--- src/sv/wil_pkg.sv ---
package wil_pkg;

    // longest window in use
    localparam int MAX_LENGTH   = 65536;

    // cell counts and pipeline depths
    localparam int MOD_CELLS    = 16;
    localparam int DIV_CELLS    = 30;
    localparam int HORNER_STEPS = 5;
    localparam int POINT_LAT    = DIV_CELLS + 2 * HORNER_STEPS + 6;
    localparam int SIDE_DLY     = MOD_CELLS + 1 + POINT_LAT;
    localparam int LATENCY      = SIDE_DLY + 2;

    // fixed point constants
    localparam logic [30:0] ONE_Q30  = 31'd1073741824;
    localparam logic [29:0] ONE_Q28  = 30'd268435456;
    localparam logic [29:0] HALF_Q28 = 30'd134217728;
    localparam logic [29:0] TWO_Q28  = 30'd536870912;
    localparam logic [31:0] PI_Q30   = 32'd3373259426;
    localparam logic [16:0] UNIT_Q16 = 17'd65536;
    localparam logic [16:0] TAPER_MAX = 17'd65536;

    // shape codes
    localparam logic [1:0] SHAPE_RECT  = 2'd0;
    localparam logic [1:0] SHAPE_HANN  = 2'd1;
    localparam logic [1:0] SHAPE_TUKEY = 2'd2;

    // horner divisors by reciprocal: q = (y * M) >> S, exact for 32-bit y
    localparam int HDIV_S [HORNER_STEPS] = '{40, 39, 38, 37, 36};
    localparam logic [63:0] HDIV_M [HORNER_STEPS] = '{
        (64'd1 << 40) / 64'd132 + 64'd1,
        (64'd1 << 39) / 64'd90  + 64'd1,
        (64'd1 << 38) / 64'd56  + 64'd1,
        (64'd1 << 37) / 64'd30  + 64'd1,
        (64'd1 << 36) / 64'd12  + 64'd1
    };

    typedef enum logic [1:0] {
        REG_SHAPE  = 2'd0,
        REG_LENGTH = 2'd1,
        REG_TAPER  = 2'd2
    } wil_reg_t;

    typedef enum logic [1:0] {
        KIND_UNIT,
        KIND_ZERO,
        KIND_CALC
    } wil_kind_t;

    // settled configuration seen by the datapath
    typedef struct packed {
        logic [1:0]  shape;
        logic [16:0] len;
        logic        len_zero;
        logic        len_lt2;
        logic [15:0] lm1;
        logic        a_zero;
        logic [31:0] tq;
        logic [31:0] den;
    } wil_cfg_t;

    typedef struct packed {
        logic [16:0] rem;
        logic [15:0] num;
        logic        neg;
    } wil_mod_t;

    typedef struct packed {
        logic [32:0] rem;
        logic [29:0] q;
    } wil_div_t;

endpackage

--- src/sv/wil_mod_cell.sv ---
module wil_mod_cell (
    input  logic             clk,
    input  logic [16:0]      len,
    input  wil_pkg::wil_mod_t din,
    output wil_pkg::wil_mod_t dout
);
    import wil_pkg::*;

    wil_mod_t    dout_reg;
    wil_mod_t    dout_next;
    logic [17:0] trial;
    logic [17:0] diff;

    // one restoring step: bring in the next index bit, subtract length if it fits
    always_comb
    begin
        trial = {din.rem, din.num[15]};
        diff  = trial - {1'b0, len};
        dout_next.rem = (trial >= {1'b0, len}) ? diff[16:0] : trial[16:0];
        dout_next.num = {din.num[14:0], 1'b0};
        dout_next.neg = din.neg;
    end

    always_ff @(posedge clk)
    begin
        dout_reg <= dout_next;
    end

    assign dout = dout_reg;

endmodule

--- config.mk ---
export PLATFORM = sky130hd
export DESIGN_NAME = wil_mod_cell
export DESIGN_NICKNAME = d
export VERILOG_FILES = /design/src/sv/wil_pkg.sv /design/src/sv/wil_mod_cell.sv
export SDC_FILE = /design/constraint.sdc
export NUM_CORES = 1
export LEC_CHECK = 0
export BUFFER_PORTS_ARGS = -buffer_cell sky130_fd_sc_hd__buf_2
export CORE_MARGIN = 8
export CORE_UTILIZATION = 30
export CTS_CLUSTER_DIAMETER = 60
export DETAILED_ROUTE_END_ITERATION = 12
export GPL_TIMING_DRIVEN = 0
export PLACE_DENSITY_LB_ADDON = 0.15
export SKIP_LAST_GASP = 1
export SLEW_MARGIN = 20
export SYNTH_ARGS = -nofsm -noshare
export SYNTH_HDL_FRONTEND = slang
export SYNTH_SLANG_ARGS = --single-unit
--- constraint.sdc ---
create_clock -name clk -period 3.1 [get_ports clk]
set_input_delay 0.31 -clock clk [delete_from_list [all_inputs] [get_ports clk]]
set_output_delay 0.31 -clock clk [all_outputs]
set_load 0.03 [all_outputs]
==> run_summary.xml <==
<?xml version="1.0" encoding="UTF-8"?>
<metrics>
  <group name="status">
    <metric name="run_status" unit="">finished clean</metric>
  </group>
  <group name="yosys">
    <metric name="synth_top_cells_by_area" unit="">sky130_fd_sc_hd__dfxtp_1 36%, sky130_fd_sc_hd__ha_1 11%, sky130_fd_sc_hd__mux2_4 7.3%, sky130_fd_sc_hd__a21oi_1 5.4%, sky130_fd_sc_hd__mux2_2 4.2%</metric>
    <metric name="mappedNetlistNets" unit="">263</metric>
    <metric name="synth-seq-cells" unit="">33</metric>
    <metric name="post_synth_num_cell_types" unit="">40</metric>
    <metric name="synth_area" unit="µm²">1856</metric>
    <metric name="yosys_warnings" unit="">0</metric>
    <metric name="postSynth.asyncResetShare" unit="">0</metric>
    <metric name="mapped_avg_cell_area" unit="µm²">9.614</metric>
    <metric name="synth_top_cell_area_share" unit="">0.3560</metric>
    <metric name="synth-main-ff-cell" unit="">sky130_fd_sc_hd__dfxtp_1</metric>
    <metric name="synth_sequential_area_ratio" unit="">0.3560</metric>
    <metric name="biggest_area_consumer_among_synthesized_cells" unit="">sky130_fd_sc_hd__dfxtp_1</metric>
    <metric name="synth_edf_count" unit="">0</metric>
    <metric name="postSynthCellCount" unit="">193</metric>
  </group>
  <group name="global_route">
    <metric name="gr-usage-all-layers" unit="">0.1076</metric>
    <metric name="initial_antenna_violation_count" unit="">0</metric>
    <metric name="grt_pass1_vias" unit="">1626</metric>
    <metric name="grt_remaining_overflow" unit="">0</metric>
    <metric name="wire_length_of_the_first_global_routing_pass" unit="mm">7.672</metric>
    <metric name="pin_count_of_the_biggest_net_entering_global_routing" unit="">13</metric>
  </group>
  <group name="clocking">
    <metric name="cts.clk_slew.worst_paths" unit="ns">0.08</metric>
    <metric name="post_cts_resized" unit="">0</metric>
    <metric name="cts_max_path_buffers" unit="">2</metric>
    <metric name="hold_buffers" unit="">0</metric>
    <metric name="cts_buffers" unit="">5</metric>
    <metric name="cts_sinks" unit="">33</metric>
    <metric name="post_cts.repair.setup_buffers" unit="">0</metric>
    <metric name="clock_tree.htree_level_count" unit="">2</metric>
    <metric name="tritoncts" unit="">yes</metric>
    <metric name="cts_root_buffer" unit="">sky130_fd_sc_hd__clkbuf_8</metric>
  </group>
  <group name="floorplan">
    <metric name="start_util" unit="">0.3116</metric>
    <metric name="fp.dieW" unit="µm">94.65</metric>
    <metric name="ios" unit="">86</metric>
    <metric name="placementRows" unit="">28</metric>
    <metric name="coreArea" unit="µm²">5956</metric>
    <metric name="fp.dieArea" unit="µm²">8958</metric>
    <metric name="die_h" unit="µm">94.65</metric>
  </group>
  <group name="critical_path">
    <metric name="path_cells" unit="">buf_2, inv_1, ha_1, inv_1, fa_1, a21o_1, a21o_1, a211oi_4, a21oi_1, or4_1, buf_6, buf_12, mux2_4</metric>
    <metric name="timing.critical_path.slowest_cell_delay" unit="ns">0.44</metric>
    <metric name="crit_path_start_kind" unit="">input port</metric>
    <metric name="timing_worst_setup_path_type" unit="">input port to flip-flop</metric>
    <metric name="cp-end-kind" unit="">flip-flop</metric>
    <metric name="critical_path_required" unit="ns">3.28</metric>
    <metric name="cp_top_family" unit="">compound AO/OA/AOI/OAI gates</metric>
    <metric name="timing.critical_path.slowest_stage_cell" unit="">sky130_fd_sc_hd__or4_1</metric>
    <metric name="arrival" unit="ns">3.01</metric>
    <metric name="timing.critical_path.buf_inv" unit="">5</metric>
    <metric name="timing.critical_path.fanout_max" unit="">10</metric>
    <metric name="levels_on_crit_path" unit="">13</metric>
  </group>
  <group name="timing">
    <metric name="layout_setup_ws" unit="ns">0.2668</metric>
    <metric name="setup-violations-final" unit="">0</metric>
    <metric name="fmax" unit="MHz">353.0</metric>
    <metric name="timing.max_slew.rel_slack" unit="">0.6508</metric>
    <metric name="post-route-period-util" unit="">0.9139</metric>
    <metric name="min_period" unit="ns">2.833</metric>
    <metric name="slew_viol_final" unit="">0</metric>
    <metric name="setup_repair_after_global_routing_missed_its_margin" unit="">no</metric>
    <metric name="worst_tran_pin_value" unit="ns">0.5183</metric>
    <metric name="final-hold-violation-count" unit="">0</metric>
  </group>
  <group name="detailed_routing">
    <metric name="drc" unit="">0</metric>
    <metric name="detailedRoute.firstPassIterationCount" unit="">4</metric>
    <metric name="average_wire_length_per_cell_after_detail_routing" unit="µm">13.15</metric>
    <metric name="num_vias" unit="">1600</metric>
    <metric name="drt-total-wl" unit="mm">4.734</metric>
    <metric name="detail_route.vias_per_cell" unit="">4.444</metric>
    <metric name="initialDrtViolationCount" unit="">72</metric>
    <metric name="ant_nets" unit="">0</metric>
  </group>
  <group name="layout">
    <metric name="fin_nets" unit="">354</metric>
    <metric name="largest_register_ff_count" unit="">33</metric>
    <metric name="fraction_of_final_layout_cells_sized_beyond_drive_strength_1" unit="">0.4070</metric>
    <metric name="num_antenna_cells" unit="">0</metric>
    <metric name="layout-area-overhead-vs-synth" unit="%">33.92</metric>
  </group>
  <group name="power_and_ir_drop">
    <metric name="vdd_drop_max" unit="µV">196.0</metric>
    <metric name="cellLeakagePower" unit="nW">1.271</metric>
    <metric name="pwr_density_cell" unit="nW/µm²">564.8</metric>
    <metric name="design_power_total" unit="W">0.001404</metric>
  </group>
  <group name="placed_design">
    <metric name="dpl_worst_slack" unit="ns">-0.04839</metric>
    <metric name="place_congestion" unit="">0.7922</metric>
    <metric name="dp.final_hpwl" unit="mm">3.890</metric>
    <metric name="port_buffers" unit="">84</metric>
  </group>
  <group name="hold_path">
    <metric name="hp-start" unit="">din[5]</metric>
    <metric name="hold-path-cell-count" unit="">1</metric>
    <metric name="whs_endpoint" unit="">dout[6]$_DFF_P_</metric>
    <metric name="hold_removal_path_class" unit="">input port to flip-flop</metric>
  </group>
  <group name="run">
    <metric name="cap_viol_max_count" unit="">0</metric>
  </group>
</metrics>
## power by group
part	internal, W	leakage [nW]	switching (W)	total, W
Sequential	0.000482	0.278	0.0000108	0.000493
Combinational	0.000200	0.938	0.000287	0.000487
Clock	0.000241	0.0543	0.000183	0.000424
Total	0.000923	1.27	0.000480	0.00140
## how the worst max path moves through the flow
stage,from,slack [ns],endpoint
floorplan,din[16],0.28,dout[24]$_DFF_P_
global placement,din[16],-0.06,dout[32]$_DFF_P_
detailed placement,din[16],-0.05,dout[32]$_DFF_P_
CTS,din[16],0.27,dout[28]$_DFF_P_
global route,din[16],0.1,dout[31]$_DFF_P_
finish,din[16],0.27,dout[28]$_DFF_P_
## layout make-up
class / instances / area (µm²)
plain buffers: 4 / 42.54
clock buffers: 5 / 68.82
clock inverters: 3 / 46.29
fillers: 627 / 3471
inverters: 20 / 75.07
multi-input cells: 136 / 1077
flip-flops and latches: 33 / 660.6
well taps: 75 / 93.84
repair buffers: 84 / 420.4
## layer usage
metal	GRT usage	vias to the layer above	wire length (µm)
li1	-	857	-
met1	0.1353	683	2138
met2	0.1645	54	2075
met3	0.04206	6	465
met4	0.03511	0	54
met5	0	-	0
## cell usage in the layout, fill, tap and decap left out, drive strengths merged, types with 4 or more instances in the layout
| cell type | n |
|---|---|
| clkbuf | 6 |
| a21o | 4 |
| xor2 | 8 |
| nor2 | 5 |
| nand3 | 6 |
| mux2 | 16 |
| a21oi | 20 |
| nand2 | 13 |
| o21ai | 12 |
| dfxtp | 33 |
| buf | 87 |
| xnor2 | 5 |
| inv | 20 |
| ha | 17 |
## synth_stat cells (2+ instances only)
cell type,number
sky130_fd_sc_hd__mux2_4,9
sky130_fd_sc_hd__nand2_1,13
sky130_fd_sc_hd__nand3_1,6
sky130_fd_sc_hd__xor2_1,8
sky130_fd_sc_hd__nand4_1,2
sky130_fd_sc_hd__nor3b_1,2
sky130_fd_sc_hd__ha_1,17
sky130_fd_sc_hd__inv_1,20
sky130_fd_sc_hd__a21oi_1,20
sky130_fd_sc_hd__mux2_2,7
sky130_fd_sc_hd__xnor2_1,5
sky130_fd_sc_hd__dfxtp_1,33
sky130_fd_sc_hd__o21ai_0,12
sky130_fd_sc_hd__o21a_1,3
sky130_fd_sc_hd__nor2b_1,2
sky130_fd_sc_hd__a211oi_1,2
sky130_fd_sc_hd__a21o_1,4
sky130_fd_sc_hd__nor2_1,5
sky130_fd_sc_hd__and3_1,2
## cell families (layout without fill, tap and decap cells)
family,after synthesis,count (layout),share of synthesized area
buf+inv,24,116,0.06338
flops,33,33,0.3560
xor+xnor,13,13,0.06136
compound gates,47,47,0.1578
other cells,1,1,0.002021
simple gates,40,40,0.1133
fa+ha+maj,18,18,0.1254
mux,17,17,0.1207
## stage by stage
step | cell area, µm² | hold WS [ns] | cells | setup TNS, ns | utilization
4_1_cts | 2485 | 0.1045 | 360 | 0 | 0.4172
6_report | 2485 | 0.1170 | 360 | 0 | 0.4172
3_5_place_dp | 2370 | 0.4139 | 352 | -0.4049 | 0.3979
5_1_grt | 2485 | 0.09728 | 360 | 0 | 0.4172
3_3_place_gp | 2370 | 0.4120 | 352 | -0.4818 | 0.3979
2_1_floorplan | 1856 | 0.3377 | 193 | 0 | -
No activity file was read; power rests on OpenSTA's default activity.
